--- src/rtl/ifr_pkg.sv ---
`default_nettype none

package ifr_pkg;

    // Frame geometry
    localparam int NUM_CHANNELS   = 14;
    localparam int FRAME_OVERHEAD = 3;
    localparam int STORE_BYTES    = 32;
    localparam int STORE_AW       = $clog2(STORE_BYTES);
    localparam int CHAN_W         = 4;
    localparam logic [CHAN_W-1:0] LAST_INDEX = CHAN_W'(NUM_CHANNELS - 1);

    // Largest length byte honoured, whatever max_length holds
    localparam logic [5:0] LENGTH_CAP = 6'd32;

    // Command queue between parser and emitter
    localparam int QUEUE_DEPTH = 4;
    localparam int QUEUE_AW    = $clog2(QUEUE_DEPTH);

    // Configuration register indexes
    typedef enum logic [1:0] {
        CFG_GAP_TICKS    = 2'd0,
        CFG_MAX_LENGTH   = 2'd1,
        CFG_COMMAND_CODE = 2'd2
    } t_cfg_index;

    // Configuration register set
    typedef struct packed {
        logic [15:0] gap_ticks;
        logic [5:0]  max_length;
        logic [7:0]  command_code;
    } t_cfg;

    // One request for the back end: a store write or a channel dump
    typedef struct packed {
        logic                is_emit;
        logic [STORE_AW-1:0] addr;
        logic [7:0]          data;
    } t_cmd;

    // Queue status seen by both ends
    typedef struct packed {
        logic full;
        logic empty;
    } t_q_status;

endpackage

`default_nettype wire

--- src/rtl/ifr_front.sv ---
`default_nettype none

module ifr_front (
    input  wire logic          i_clk,
    input  wire logic          i_rst_n,
    input  wire ifr_pkg::t_cfg i_cfg,
    input  wire logic          i_in_valid,
    output logic               o_in_ready,
    input  wire logic          i_operation,
    input  wire logic [7:0]    i_data_byte,
    input  wire ifr_pkg::t_q_status i_q_status,
    output logic               o_push,
    output ifr_pkg::t_cmd      o_push_cmd
);
    import ifr_pkg::*;

    typedef enum logic [1:0] {
        PH_DISCARD  = 2'd0,
        PH_DATA     = 2'd1,
        PH_SUM_LOW  = 2'd2,
        PH_SUM_HIGH = 2'd3
    } t_phase;

    t_phase              r_phase, n_phase;
    logic [15:0]         r_idle, n_idle;
    logic [STORE_AW-1:0] r_pos, n_pos;
    logic [STORE_AW-1:0] r_plen, n_plen;
    logic [15:0]         r_sum, n_sum;
    logic [7:0]          r_low, n_low;
    logic [7:0]          r_cmd_byte, n_cmd_byte;

    logic                w_accept;
    logic [5:0]          w_limit;
    logic [STORE_AW-1:0] w_pos_inc;

    // Hold off new requests while the queue has no room
    assign o_in_ready = !i_q_status.full;
    assign w_accept   = i_in_valid && o_in_ready;
    assign w_limit    = (i_cfg.max_length > LENGTH_CAP) ? LENGTH_CAP : i_cfg.max_length;
    assign w_pos_inc  = r_pos + STORE_AW'(1);

    // Byte classification and checksum
    always_comb begin
        n_phase    = r_phase;
        n_idle     = r_idle;
        n_pos      = r_pos;
        n_plen     = r_plen;
        n_sum      = r_sum;
        n_low      = r_low;
        n_cmd_byte = r_cmd_byte;
        o_push     = 1'b0;
        o_push_cmd = '{is_emit: 1'b0, addr: r_pos, data: i_data_byte};
        if (w_accept) begin
            if (i_operation) begin
                // tick: saturating idle count
                if (r_idle != 16'hFFFF) begin
                    n_idle = r_idle + 16'd1;
                end
            end else begin
                n_idle = 16'd0;
                if (r_idle >= i_cfg.gap_ticks) begin
                    // sync point: this byte is the frame length
                    if (i_data_byte > 8'(FRAME_OVERHEAD) && i_data_byte <= {2'b00, w_limit}) begin
                        n_pos   = '0;
                        n_plen  = STORE_AW'(i_data_byte - 8'(FRAME_OVERHEAD));
                        n_sum   = 16'hFFFF - {8'h00, i_data_byte};
                        n_phase = PH_DATA;
                    end else begin
                        n_phase = PH_DISCARD;
                    end
                end else begin
                    case (r_phase)
                        PH_DATA: begin
                            o_push = 1'b1;
                            if (r_pos == '0) begin
                                n_cmd_byte = i_data_byte;
                            end
                            n_pos = w_pos_inc;
                            n_sum = r_sum - {8'h00, i_data_byte};
                            if (w_pos_inc == r_plen) begin
                                n_phase = PH_SUM_LOW;
                            end
                        end
                        PH_SUM_LOW: begin
                            n_low   = i_data_byte;
                            n_phase = PH_SUM_HIGH;
                        end
                        PH_SUM_HIGH: begin
                            if (r_sum == {i_data_byte, r_low} &&
                                r_cmd_byte == i_cfg.command_code) begin
                                o_push             = 1'b1;
                                o_push_cmd.is_emit = 1'b1;
                            end
                            n_phase = PH_DISCARD;
                        end
                        default: begin
                            n_phase = PH_DISCARD;
                        end
                    endcase
                end
            end
        end
    end

    // Parser state
    always_ff @(posedge i_clk) begin
        r_low      <= n_low;
        r_cmd_byte <= n_cmd_byte;
        if (!i_rst_n) begin
            r_phase <= PH_DISCARD;
            r_idle  <= '0;
            r_pos   <= '0;
            r_plen  <= '0;
            r_sum   <= '0;
        end else begin
            r_phase <= n_phase;
            r_idle  <= n_idle;
            r_pos   <= n_pos;
            r_plen  <= n_plen;
            r_sum   <= n_sum;
        end
    end

endmodule

`default_nettype wire

--- src/rtl/ifr_cmd_queue.sv ---
`default_nettype none

module ifr_cmd_queue (
    input  wire logic          i_clk,
    input  wire logic          i_rst_n,
    input  wire logic          i_push,
    input  wire ifr_pkg::t_cmd i_push_cmd,
    input  wire logic          i_pop,
    output ifr_pkg::t_cmd      o_pop_cmd,
    output ifr_pkg::t_q_status o_status
);
    import ifr_pkg::*;

    t_cmd                r_slot [QUEUE_DEPTH];
    logic [QUEUE_AW-1:0] r_wr_ptr, r_rd_ptr;
    logic [QUEUE_AW:0]   r_count;

    assign o_status.full  = (r_count == (QUEUE_AW+1)'(QUEUE_DEPTH));
    assign o_status.empty = (r_count == '0);
    assign o_pop_cmd      = r_slot[r_rd_ptr];

    // Slot storage
    always_ff @(posedge i_clk) begin
        if (i_push) begin
            r_slot[r_wr_ptr] <= i_push_cmd;
        end
    end

    // Pointers and fill level
    always_ff @(posedge i_clk) begin
        if (!i_rst_n) begin
            r_wr_ptr <= '0;
            r_rd_ptr <= '0;
            r_count  <= '0;
        end else begin
            if (i_push) begin
                r_wr_ptr <= r_wr_ptr + QUEUE_AW'(1);
            end
            if (i_pop) begin
                r_rd_ptr <= r_rd_ptr + QUEUE_AW'(1);
            end
            case ({i_push, i_pop})
                2'b10:   r_count <= r_count + (QUEUE_AW+1)'(1);
                2'b01:   r_count <= r_count - (QUEUE_AW+1)'(1);
                default: r_count <= r_count;
            endcase
        end
    end

endmodule

`default_nettype wire

--- src/rtl/ifr_back.sv ---
`default_nettype none

module ifr_back (
    input  wire logic          i_clk,
    input  wire logic          i_rst_n,
    input  wire ifr_pkg::t_q_status i_q_status,
    input  wire ifr_pkg::t_cmd i_q_cmd,
    output logic               o_pop,
    output logic               o_out_valid,
    input  wire logic          i_out_ready,
    output logic [3:0]         o_channel_index,
    output logic [15:0]        o_channel_value,
    output logic               o_last_channel
);
    import ifr_pkg::*;

    typedef enum logic {
        BS_IDLE = 1'b0,
        BS_EMIT = 1'b1
    } t_bstate;

    // Frame byte store with per-entry valid bits (unwritten reads as zero)
    logic [7:0]             r_mem [STORE_BYTES];
    logic [STORE_BYTES-1:0] r_vld;

    t_bstate             r_state;
    logic [CHAN_W-1:0]   r_k;
    logic                r_rd_valid;
    logic [CHAN_W-1:0]   r_rd_k;
    logic                r_rd_lo_ok, r_rd_hi_ok;
    logic [7:0]          r_rd_lo, r_rd_hi;
    logic                r_out_valid;
    logic [CHAN_W-1:0]   r_out_idx;
    logic [15:0]         r_out_value;
    logic                r_out_last;

    logic                w_out_free, w_rd_free, w_issue, w_write;
    logic [STORE_AW-1:0] w_addr_lo, w_addr_hi;

    assign o_pop      = (r_state == BS_IDLE) && !i_q_status.empty;
    assign w_write    = o_pop && !i_q_cmd.is_emit;
    assign w_out_free = !r_out_valid || i_out_ready;
    assign w_rd_free  = !r_rd_valid || w_out_free;
    assign w_issue    = (r_state == BS_EMIT) && w_rd_free;
    assign w_addr_lo  = STORE_AW'({1'b0, r_k, 1'b1});
    assign w_addr_hi  = w_addr_lo + STORE_AW'(1);

    assign o_out_valid     = r_out_valid;
    assign o_channel_index = r_out_idx;
    assign o_channel_value = r_out_value;
    assign o_last_channel  = r_out_last;

    // Store: one write port, two registered read ports
    always_ff @(posedge i_clk) begin
        if (w_write) begin
            r_mem[i_q_cmd.addr] <= i_q_cmd.data;
        end
        if (w_issue) begin
            r_rd_lo <= r_mem[w_addr_lo];
            r_rd_hi <= r_mem[w_addr_hi];
        end
    end

    // Sequencer, read stage and output register
    always_ff @(posedge i_clk) begin
        if (w_issue) begin
            r_rd_k     <= r_k;
            r_rd_lo_ok <= r_vld[w_addr_lo];
            r_rd_hi_ok <= r_vld[w_addr_hi];
        end
        if (w_out_free && r_rd_valid) begin
            r_out_idx   <= r_rd_k;
            r_out_value <= {r_rd_hi_ok ? r_rd_hi : 8'h00, r_rd_lo_ok ? r_rd_lo : 8'h00};
            r_out_last  <= (r_rd_k == LAST_INDEX);
        end
        if (!i_rst_n) begin
            r_state     <= BS_IDLE;
            r_k         <= '0;
            r_vld       <= '0;
            r_rd_valid  <= 1'b0;
            r_out_valid <= 1'b0;
        end else begin
            if (w_write) begin
                r_vld[i_q_cmd.addr] <= 1'b1;
            end
            case (r_state)
                BS_IDLE: begin
                    if (o_pop && i_q_cmd.is_emit) begin
                        r_state <= BS_EMIT;
                        r_k     <= '0;
                    end
                end
                BS_EMIT: begin
                    if (w_issue) begin
                        r_k <= r_k + CHAN_W'(1);
                        if (r_k == LAST_INDEX) begin
                            r_state <= BS_IDLE;
                        end
                    end
                end
                default: begin
                    r_state <= BS_IDLE;
                end
            endcase
            if (w_rd_free) begin
                r_rd_valid <= w_issue;
            end
            if (w_out_free) begin
                r_out_valid <= r_rd_valid;
            end
        end
    end

endmodule

`default_nettype wire

--- src/rtl/ibus_frame_receiver_unit.sv ---
`default_nettype none

// Serial servo frame receiver. Each request is either a received byte or a
// one millisecond tick; ticks and bytes are taken one per clock while the
// four-entry command queue between the parser and the channel emitter has
// room. A byte after at least gap_ticks idle ticks is the frame length, the
// payload is stored and checksummed, and a closing checksum that matches, with
// a matching command byte, yields 14 channel results, the last one flagged.
// The emitter drains one queued store write per cycle while it is not
// streaming, and streams the 14 channels at one per cycle when the output is
// not stalled, paced by its single registered read of the frame store. Reset
// is synchronous and needs no clearing pass; store entries never written read
// as zero. Configuration writes are always accepted; index 3 is ignored.
module ibus_frame_receiver_unit (
    input  wire logic        i_clk,
    input  wire logic        i_rst_n,
    input  wire logic        i_cfg_valid,
    output logic             o_cfg_ready,
    input  wire logic [1:0]  i_cfg_index,
    input  wire logic [15:0] i_cfg_data,
    input  wire logic        i_in_valid,
    output logic             o_in_ready,
    input  wire logic        i_operation,
    input  wire logic [7:0]  i_data_byte,
    output logic             o_out_valid,
    input  wire logic        i_out_ready,
    output logic [3:0]       o_channel_index,
    output logic [15:0]      o_channel_value,
    output logic             o_last_channel
);
    import ifr_pkg::*;

    t_cfg      r_cfg;
    logic      w_push, w_pop;
    t_cmd      w_push_cmd, w_pop_cmd;
    t_q_status w_q_status;

    assign o_cfg_ready = 1'b1;

    // Configuration registers
    always_ff @(posedge i_clk) begin
        if (!i_rst_n) begin
            r_cfg.gap_ticks    <= 16'd3;
            r_cfg.max_length   <= 6'd32;
            r_cfg.command_code <= 8'd64;
        end else if (i_cfg_valid) begin
            case (i_cfg_index)
                CFG_GAP_TICKS:    r_cfg.gap_ticks    <= i_cfg_data;
                CFG_MAX_LENGTH:   r_cfg.max_length   <= i_cfg_data[5:0];
                CFG_COMMAND_CODE: r_cfg.command_code <= i_cfg_data[7:0];
                default:          r_cfg              <= r_cfg;
            endcase
        end
    end

    // Parser
    ifr_front u_front (
        .i_clk       (i_clk),
        .i_rst_n     (i_rst_n),
        .i_cfg       (r_cfg),
        .i_in_valid  (i_in_valid),
        .o_in_ready  (o_in_ready),
        .i_operation (i_operation),
        .i_data_byte (i_data_byte),
        .i_q_status  (w_q_status),
        .o_push      (w_push),
        .o_push_cmd  (w_push_cmd)
    );

    // Request queue
    ifr_cmd_queue u_queue (
        .i_clk      (i_clk),
        .i_rst_n    (i_rst_n),
        .i_push     (w_push),
        .i_push_cmd (w_push_cmd),
        .i_pop      (w_pop),
        .o_pop_cmd  (w_pop_cmd),
        .o_status   (w_q_status)
    );

    // Store and channel emitter
    ifr_back u_back (
        .i_clk           (i_clk),
        .i_rst_n         (i_rst_n),
        .i_q_status      (w_q_status),
        .i_q_cmd         (w_pop_cmd),
        .o_pop           (w_pop),
        .o_out_valid     (o_out_valid),
        .i_out_ready     (i_out_ready),
        .o_channel_index (o_channel_index),
        .o_channel_value (o_channel_value),
        .o_last_channel  (o_last_channel)
    );

endmodule

`default_nettype wire

--- config.mk ---
export PLATFORM = sky130hd
export DESIGN_NAME = ibus_frame_receiver_unit
export DESIGN_NICKNAME = d
export VERILOG_FILES = /design/src/rtl/ifr_pkg.sv /design/src/rtl/ifr_front.sv /design/src/rtl/ifr_cmd_queue.sv /design/src/rtl/ifr_back.sv /design/src/rtl/ibus_frame_receiver_unit.sv
export SDC_FILE = /design/constraint.sdc
export NUM_CORES = 1
export LEC_CHECK = 0
export BUFFER_PORTS_ARGS = -buffer_cell sky130_fd_sc_hd__buf_2
export CAP_MARGIN = 20
export CELL_PAD_IN_SITES_DETAIL_PLACEMENT = 2
export CELL_PAD_IN_SITES_GLOBAL_PLACEMENT = 2
export CORE_ASPECT_RATIO = 1.1
export CORE_MARGIN = 2
export CORE_UTILIZATION = 46
export CTS_CLUSTER_DIAMETER = 50
export DETAILED_ROUTE_END_ITERATION = 16
export PLACE_DENSITY_LB_ADDON = 0.1
export SLEW_MARGIN = 10
export SYNTH_ARGS = -nofsm -noshare
export SYNTH_HDL_FRONTEND = slang
export SYNTH_SLANG_ARGS = --single-unit
export TNS_END_PERCENT = 30
--- constraint.sdc ---
create_clock -name i_clk -period 3.78 [get_ports i_clk]
set_clock_uncertainty 0.1 [all_clocks]
set_input_delay 0 -clock i_clk [delete_from_list [all_inputs] [get_ports i_clk]]
set_output_delay 0 -clock i_clk [all_outputs]
set_load 0.005 [all_outputs]
# Yosys cells after proc, flatten, opt, wreduce, memory -nomap -nowiden
# Memories as Yosys holds them, arrays and structs flattened. A register that Yosys moved wholly into a read port is not among the register bits.
# Cells that the tools add are included.
word_totals:
  ram_bits: 312
  memories: 2
  register_bits: 163
  wordCells: 142
  input_bits: 32
  out_inout_bits: 24
memory_table:
  columns: ["memory", "depth", "width", "rd", "rd_clocked_by_memory_dff", "wr", "line", "source"]
  rows:
  - ["u_back.r_mem", 32, 8, 2, 2, 1, "ifr_back.sv:23", "logic [7:0] r_mem [STORE_BYTES];"]
  - ["u_queue.r_slot", 4, 14, 1, 1, 1, "ifr_cmd_queue.sv:14", "t_cmd r_slot [QUEUE_DEPTH];"]
op_classes:
  mux: 42
  n_eq_ne: 19
  order_cmp: 8
  bitwise: 4
  n_reduce_logical: 31
  n_addsub: 11
ops:
  columns: ["cell", "n"]
  rows:
  - ["$mux W16", 5]
  - ["$or A32 B32 Y32", 1]
  - ["$mux W1", 19]
  - ["$lt A5 B6 Y1 const B", 3]
  - ["$add A16 B1 Y16 const B", 1]
  - ["$eq A16 B16 Y1", 1]
  - ["$ge A16 B16 Y1", 1]
  - ["$ne A16 B16 Y1 const B", 1]
  - ["$sub A16 B8 Y16", 1]
  - ["$mux W5", 3]
  - ["$reduce_and A4 Y1", 3]
  - ["$add A5 B1 Y5 const B", 2]
  - ["$reduce_and A2 Y1", 5]
  - ["$sub A1 B9 Y10 const A", 1]
  - ["$logic_and A1 B1 Y1", 9]
  - ["$eq A2 B2 Y1 const B", 4]
  - ["$eq A4 B4 Y1 const B", 2]
  - ["$eq A8 B8 Y1", 1]
  - ["$gt A8 B2 Y1 const B", 1]
  - ["$le A8 B6 Y1", 1]
  - ["$mux W2", 4]
  - ["$mux W4", 2]
  - ["$pmux W4 S2", 1]
  - ["$eq A2 B1 Y1 const B", 3]
  - ["28 further kinds", 40]

# Depth between registers and ports, before layout
# Gate-level depths: netlist (run 1).
logic_depth:
  depth_word: 9
  ltp_mapped: 14
  mapped_depth_nobuf: 14

# Hierarchy
# A second synthesis (run 1) with hierarchy kept.
unflattened:
  hier_cells: 1325
  hier_area_um2: 20679.8
by_module_without_submodules:
  columns: ["mod", "cells_each", "seq_area_each_um2", "area_each_um2", "n_inst"]
  rows:
  - ["ifr_back", 637, 9759.4, 12972.4, 1]
  - ["ifr_front", 447, 1361.3, 4005.1, 1]
  - ["ifr_cmd_queue", 119, 1861.8, 2498.6, 1]
  - ["ibus_frame_receiver_unit", 122, 600.6, 1203.7, 1]

# Worst setup path after synthesis (run 1)
# No wires, ideal clock.
synth_timing:
  path_type: "reg-to-reg"
  from: "register r_cfg[29] (netlist name)"
  to: "register u_queue.r_count[2]"
  t_required_ns: 3.609
  n_path_buf: 0
  period_less_slack_ns: 3.223
  stages_incl_launch_ff: 15
  setup_time_ns: 0.071
  arrival_ns: 3.052
  path_slack_ns: 0.557
  path_cell_list: "dfxtp_1 inv_1 ha_1 nand4_1 or4_1 o31a_1 nand2_2 a211oi_2 inv_1 ha_1 inv_1 fa_1 xor2_1 or3_1 a21oi_1"
synth_between:
  elab_chain_len: 6
  word_cells_on_any_way: 8
  cone_classes: "order compare: 1; eq/ne: 2; mux: 4; reduce/logical: 1"
synth_rtl:
  columns: ["element", "line", "source"]
  rows:
  - ["start: declaration", "ibus_frame_receiver_unit.sv:33", "t_cfg r_cfg;"]
  - ["start signal: assignment", "ibus_frame_receiver_unit.sv:51", "default: r_cfg <= r_cfg;"]
  - ["$ge A16 B16 Y1 (*)", "ifr_front.sv:61", "if (r_idle >= i_cfg.gap_ticks) begin"]
  - ["$mux W1 (*)", "ifr_front.sv:61", null]
  - ["$mux W1 (*)", "ifr_front.sv:54", "if (i_operation) begin"]
  - ["$mux W1 (*)", "ifr_front.sv:53", "if (w_accept) begin"]
  - ["$eq A2 B1 Y1 or $eq A2 B2 Y1 (tied branches)", "ifr_cmd_queue.sv:42", "case ({i_push, i_pop})"]
  - ["$pmux W3 S2 or $reduce_bool A2 Y1 (tied branches)", null, null]
  - ["end signal: assignment", "ifr_cmd_queue.sv:43", "2'b10: r_count <= r_count + (QUEUE_AW+1)'(1);"]
  - ["end signal: assignment", "ifr_cmd_queue.sv:44", "2'b01: r_count <= r_count - (QUEUE_AW+1)'(1);"]
  - ["end signal: assignment", "ifr_cmd_queue.sv:45", "default: r_count <= r_count;"]
  - ["end: declaration", "ifr_cmd_queue.sv:16", "logic [QUEUE_AW:0] r_count;"]
# Mark *: on every way between the ends. The rest lies on a longest branch, timed or not.
# A chain may end at the register's enable or synchronous reset.

# Final worst setup path (run 1)
# Ends and elaborated chain as after synthesis.

==> results by group, run 1 <==
Global routing
  – Grt peak-use layer: met2
  – Pin count of the biggest net entering global routing: 78
  – GR Layer Usage met3: 0.0349
  – First-pass GRT wire length: 85200 microns
  – Met1 Use GR: 0.306
  – Gr ovfl total: 0
  – Aggregate global-route resource usage: 0.251
  – Grt met2 use: 0.460
  – Vias in the first global route: 13500
  – Initial antenna violation count: 0

Synth
  – Seq/Total Area, Yosys: 0.670
  – Number of flops mapped to enable cells by yosys: 371
  – Share of the synthesized area in the top cell type: 0.549
  – Mapped Cells: 1293
  – Synth Flop Type: edfxtp_1
  – Post-synth cell types: 70
  – Synth warn: 0
  – Main area contributors after synthesis: edfxtp_1 (55%), dfxtp_1 (12%), mux4_2 (12%)
  – Synth area leader: edfxtp_1
  – Synth async-reset ratio: 0
  – Syn avg cell area: 15.7 sq um
  – Synthesized net count: 1372
  – Post-synthesis cell area: 20300 sq um
  – #FFs+latches synth: 493

STA
  – Fmax: 0.284 GHz
  – Max Transition Viols Final: 0
  – Final-report hold violation count: 0
  – Relative slew slack: 0.390
  – Final Critical Period: 3.52 ns
  – Measured slew at the worst slew-check pin: 0.903 ns
  – RSZ-0062 raised after global routing: no
  – Hold WS: 0.141 ns
  – Setup_tns: 0 ns
  – Final setup fails: 0
  – Fin crit share: 0.930

Floorplan
  – Io pins: 56
  – Chip Width: 204 microns
  – Core box area: 43400 sq um
  – Die area: 45800 sq um
  – Row cnt: 80
  – Initial core utilization: 0.467
  – Die Ht: 224 microns

Layout
  – Non-Filler Instances: 2073
  – Share of cells above drive strength 1: 0.212
  – Ant diodes: 0
  – Area Growth Syn to Fin: 17.1%
  – Fin nets: 1534

Outcome
  – Outcome: finished clean

Drt
  – Post-route ant nets: 0
  – Vias per cell: 5.73
  – Remaining DRCs: 0
  – Per-cell routed wire length: 26.8 microns
  – Routed WL: 55600 microns
  – Iteration-0 DRC Markers: 613
  – First-pass detailed-route iteration total: 5
  – Via count: 11900

Clock network
  – Clock root buffer: clkbuf_16
  – Clock-pin slew of the registers on the worst-case setup and hold paths: 0.06 ns
  – Clk buf depth: 3
  – Inserted Clock Buffers: 52
  – CTS Sinks: 493
  – Worst-Skew Late Latency: 0.60 ns
  – CTS H-tree depth: 2
  – CTS tree: yes
  – Post-CTS Resized: 0

Place
  – Final HPWL DP: 36200 microns
  – Placed cells: 1925
  – Port Buffers: 54
  – Gpl congestion: 0.775

Critical path
  – Crit-path leading delay family: simple AND/OR/NAND/NOR gates
  – Crit path max fanout: 4
  – Crit-path slowest cell: or4_1
  – Critical Path Max Stage Delay: 0.61 ns
  – Crit path required time: 4.19 ns
  – Crit path arrival time: 3.93 ns
  – Worst Setup End Kind: flop
  – WS Path Type: reg -> reg
  – WP buf/inv: 3
  – Reg2reg setup slack: 0.26 ns
  – Most frequent CP cell: inv_1
  – Crit start category: flop
  – Crit path cell chain: inv_1 -> ha_1 -> nand4_1 -> or4_1 -> o31a_1 -> nand2_2 -> a211oi_2 -> inv_1 -> ha_1 -> inv_1 -> fa_1 -> xor2_1 -> or3_1 -> a21oi_1

Power
  – Power Dens Cells: 580 nW/um^2
  – Maximum vdd drop: 0.356 mV
  – P_leak: 8.22 nW

Run
  – Maxcap violations: 0

Hold path
  – Hold WC Path Type: in -> reg
[synth_stat cells (9+ instances only)]
library cell	n
nand3_1	25
o21ai_0	21
nor3_1	16
ha_1	45
and2_1	23
inv_1	47
edfxtp_1	371
o21a_1	40
or3_1	12
nor2_1	94
nand4_1	19
buf_2	11
mux4_2	104
nor2b_1	9
dfxtp_1	122
mux2i_1	19
clkbuf_1	29
a21oi_1	44
xnor2_1	26
nand2b_1	9
nand2_1	72
xor2_1	27
[path summary, 6_finish.rpt]
check / startpoint / end / depth (start not counted)
worst min-delay path: i_cfg_data[0] / r_cfg[0] / 4
worst max-delay path: r_cfg[29] / u_queue.r_count[2] / 14
worst max register to register: r_cfg[29] / u_queue.r_count[2] / 14
worst min register to register: u_back.r_rd_k[3] / u_back.o_channel_index[3] / 0
[flip-flops by register name, indices dropped and copies added, names as in the netlist, 2 cells and up, named ones only]
register / cells
u_back.r_mem: 256
u_queue.r_slot: 56
u_back.r_vld: 32
r_cfg: 30
u_back.o_channel_value: 16
u_front.r_idle: 16
u_front.r_sum: 16
u_back.r_rd_hi: 8
u_back.r_rd_lo: 8
u_front.r_cmd_byte: 8
u_front.r_low: 8
u_front.r_plen: 5
u_front.r_pos: 5
u_back.o_channel_index: 4
u_back.r_k: 4
u_back.r_rd_k: 4
u_queue.r_count: 3
u_front.r_phase: 2
u_queue.r_rd_ptr: 2
u_queue.r_wr_ptr: 2
[repair_timing]
item / CTS / global route
setup buffers: 0 / 0
hold buffers: 48 / 0
endpoints found under the hold margin: 111 / 0
setup endpoints to repair: 0 / 0
[routing by layer]
metal	vias to the layer above	part of all wire	wire length (microns)
met5	-	0	0
met2	256	0.54	30000
met1	6245	0.40	22200
met3	86	0.035	1920
li1	5296	-	-
met4	0	0.027	1490
[per-stage QoR]
| stage | utilization | worst slack (ns) | instance area, sq um | power, mW |
|---|---|---|---|---|
| 3_3_place_gp | 0.495 | 0.458 | 21500 | 8.48 |
| 4_1_cts | 0.546 | 0.264 | 23700 | 13.9 |
| 2_1_floorplan | - | 0.557 | 20300 | 7.86 |
| 3_5_place_dp | 0.495 | 0.315 | 21500 | 8.64 |
| 6_report | 0.547 | 0.264 | 23800 | 13.8 |
| 5_1_grt | 0.547 | 0.0803 | 23800 | 14.3 |
[cell type report]
| cell class | instances | area [sq um] |
|---|---|---|
| Fill cell | 3923 | 19700 |
| Sequential cell | 493 | 13600 |
| Multi-Input combinational cell | 703 | 6320 |
| Clock buffer | 72 | 1480 |
| Timing Repair Buffer | 158 | 1210 |
| Tap cell | 574 | 718 |
| Clock inverter | 26 | 265 |
| Inverter | 47 | 176 |
[worst min-delay path, stage by stage]
cell and delay, ns:
dlygate4sd3_1 0.52, buf_2 0.13, mux2i_1 0.07, nor2_1 0.08
[layout by cell type, fill, tap and decap left out, types with 21 or more instances in the layout]
master         count
and2_1            23
a21oi_1           44
nand3_1           25
buf_2             54
dlygate4sd3_1     48
inv_1             46
o21ai_0           21
edfxtp_1         371
ha_1              45
buf_4             52
nor2_1            94
o21a_1            40
xnor2_1           26
xor2_1            27
nand2_1           72
dfxtp_1          120
mux4_2           104
clkbuf_16         53
[report_power, final]
part / internal [mW] / switching [mW]
Sequential: 6.30 / 0.138
Clock: 3.03 / 2.18
Combinational: 0.860 / 1.27
Total: 10.2 / 3.58
[cell families after synthesis]
kind of cell	count (synthesis)	share of synthesized area
muxes	127	0.127
AOI/OAI and AO/OA	158	0.0540
adders and majority gates	47	0.0297
DFF	493	0.670
and+or+nand+nor	317	0.0772
xor gates and xnor gates	53	0.0229
other	1	0.000185
buffers and inverters	97	0.0195
No activity file was read; power rests on OpenSTA's default activity.
==> run 2: changes to the inputs <==
- clock period: 3.78 -> 4 ns (I/O delays scaled with it)
==> run 2 against run 1 <==
Net effect:
- critical path depth is the same
- sequential cell count stayed put
- sequential share of layout area grew 0.38 points
- count of clock-buffer cells in the layout rose by 1
- fmax is 0.41% lower
- register-to-register slack improved by 0.21 ns
- final cell count is 0.48% lower
- highest routed layer unchanged
==> results by group, run 2 (same netlist as run 1, synthesis figures left out) <==
Outcome
  – Outcome: finished clean

Clock network
  – Clk buf depth: 3 (unchanged)
  – Clock root buffer: clkbuf_16
  – CTS Sinks: 493 (unchanged)
  – Clock-pin slew of the registers on the worst-case setup and hold paths: 0.06 ns (about the same)
  – CTS tree: yes
  – Post-CTS Resized: 0 (unchanged)
  – Inserted Clock Buffers: 53 (+1.9%)
  – Worst-Skew Late Latency: 0.60 ns (about the same)
  – CTS H-tree depth: 2 (unchanged)

STA
  – Fmax: 0.283 GHz (-0.41%)
  – Fin crit share: 0.883 (-0.0476)
  – Measured slew at the worst slew-check pin: 1.06 ns (+0.161 ns)
  – Relative slew slack: 0.290 (-0.100)
  – Final-report hold violation count: 0 (unchanged)
  – Final Critical Period: 3.53 ns (+0.0143 ns)
  – Max Transition Viols Final: 0 (unchanged)
  – Final setup fails: 0 (unchanged)
  – RSZ-0062 raised after global routing: no
  – Setup_tns: 0 ns (unchanged)

Layout
  – Ant diodes: 0 (unchanged)
  – Biggest regs: u_back.r_mem (256), u_queue.r_slot (56), u_back.r_vld (32)
  – Biggest register: u_back.r_mem
  – Commonest non-fill, non-tap cells in the layout: edfxtp_1 (371), dfxtp_1 (120), mux4_2 (104)
  – Share of cells above drive strength 1: 0.209 (-0.00328)
  – Fin util: 0.543 (-0.00357)
  – Commonest non-fill, non-tap cell in the layout: edfxtp_1
  – Max reg flops: 256 (unchanged)
  – Area Growth Syn to Fin: 16.3%
  – Fin nets: 1524 (-0.65%)

Hold path
  – Hold WC Path Type: in -> reg

Power
  – P_leak: 8.13 nW (-1.1%)
  – Overall power: 12.9 mW (-6.0%)
  – Power Dens Cells: 548 nW/um^2 (-5.4%)
  – Maximum vdd drop: 0.280 mV (-21%)

Floorplan
  – Core box area: 43400 sq um (unchanged)
  – Chip Width: 204 microns (unchanged)
  – Io pins: 56 (unchanged)
  – Initial core utilization: 0.467 (unchanged)
  – Die Ht: 224 microns (unchanged)
  – Row cnt: 80 (unchanged)
  – Die area: 45800 sq um (unchanged)

Drt
  – Per-cell routed wire length: 27.2 microns (+1.3%)
  – Via count: 11900 (+0.076%)
  – Vias per cell: 5.76 (+0.56%)
  – Post-route ant nets: 0 (unchanged)
  – Routed WL: 56100 microns (+0.79%)
  – Iteration-0 DRC Markers: 717 (+17%)
  – Remaining DRCs: 0 (unchanged)
  – First-pass detailed-route iteration total: 5 (unchanged)

Global routing
  – First-pass GRT wire length: 85700 microns (+0.58%)
  – Gr ovfl total: 0 (unchanged)
  – Vias in the first global route: 13500 (-0.36%)
  – Initial antenna violation count: 0 (unchanged)
  – Pin count of the biggest net entering global routing: 78 (unchanged)
  – Aggregate global-route resource usage: 0.254 (+0.00269)

Critical path
  – WS Path Type: reg -> reg
  – Reg2reg setup slack: 0.47 ns (+0.21 ns)
  – Crit path max fanout: 4 (unchanged)
  – Crit start category: flop
  – Crit path required time: 4.42 ns (+0.23 ns)
  – Crit path arrival time: 3.95 ns (+0.02 ns)
  – Worst Setup End Kind: flop

Place
  – Port Buffers: 54 (unchanged)
  – Gpl congestion: 0.755 (-2.6%)
  – Final HPWL DP: 37100 microns (+2.6%)

Run
  – Maxcap violations: 0 (unchanged)
## run 2: cell count changes in the layout (fill, tap and decap cells not counted), sizes merged
cell / before / now
buf: 110 / 109
clkbuf: 72 / 73
clkinv: 13 / 17
clkinvlp: 3 / 1
dlygate4sd3: 48 / 38
inv: 53 / 51
## run 2: stage by stage
stage	std cells	worst slack (ns)	cell area [sq um]	hold slack, ns
6_report	2063	0.470	23600	0.0760
5_1_grt	2063	0.292	23600	0.118
4_1_cts	2062	0.452	23600	0.0495
3_5_place_dp	1925	0.507	21500	0.151
3_3_place_gp	1925	0.677	21500	0.131
2_1_floorplan	1293	0.777	20300	-0.00445
## run 2: area by class of cell
| type | count | area [sq um] |
|---|---|---|
| clock buffer | 73 | 1460 |
| clock inverter | 26 | 255 |
| fill | 3951 | 19800 |
| inverter | 47 | 176 |
| multi-input combinational | 703 | 6320 |
| sequential | 493 | 13600 |
| tap | 574 | 718 |
| timing repair buffer | 147 | 1080 |
## run 2: path summary, 6_finish.rpt
path | from | end | cells past startpoint
worst max register to register | r_cfg[29] | u_queue.r_count[2] | 14
worst max-delay path | r_cfg[29] | u_queue.r_count[2] | 14
worst min register to register | u_back.r_rd_k[2] | u_back.o_channel_index[2] | 0
worst min-delay path | i_cfg_valid | r_cfg[4] | 4
## run 2: repair_timing
action,4_1_cts,5_1_grt
endpoints found under the setup margin,0,0
endpoints found under the hold margin,121,0
setup buffers,0,0
hold buffers,38,0
## run 2: report_power, final
part / switching (mW) / internal [mW]
combinational: 1.20 / 0.780
sequential: 0.121 / 5.95
clock: 2.05 / 2.83
total: 3.37 / 9.56
## run 2: metal layers
layer | track usage | part of all wire
met5 | 0 | 0
met4 | 0.0687 | 0.025
met1 | 0.315 | 0.40
met2 | 0.461 | 0.54
met3 | 0.0377 | 0.036
## run 2: worst max-delay path, cell delays in order, from the launching register on
cell      delay, ns
dfxtp_1        0.34
inv_1          0.05
ha_1           0.31
nand4_1        0.18
or4_1          0.60
o31a_1         0.34
nand2_2        0.13
a211oi_2       0.06
inv_1          0.07
ha_1           0.17
inv_1          0.07
fa_1           0.39
xor2_1         0.17
or3_1          0.33
a21oi_1        0.14
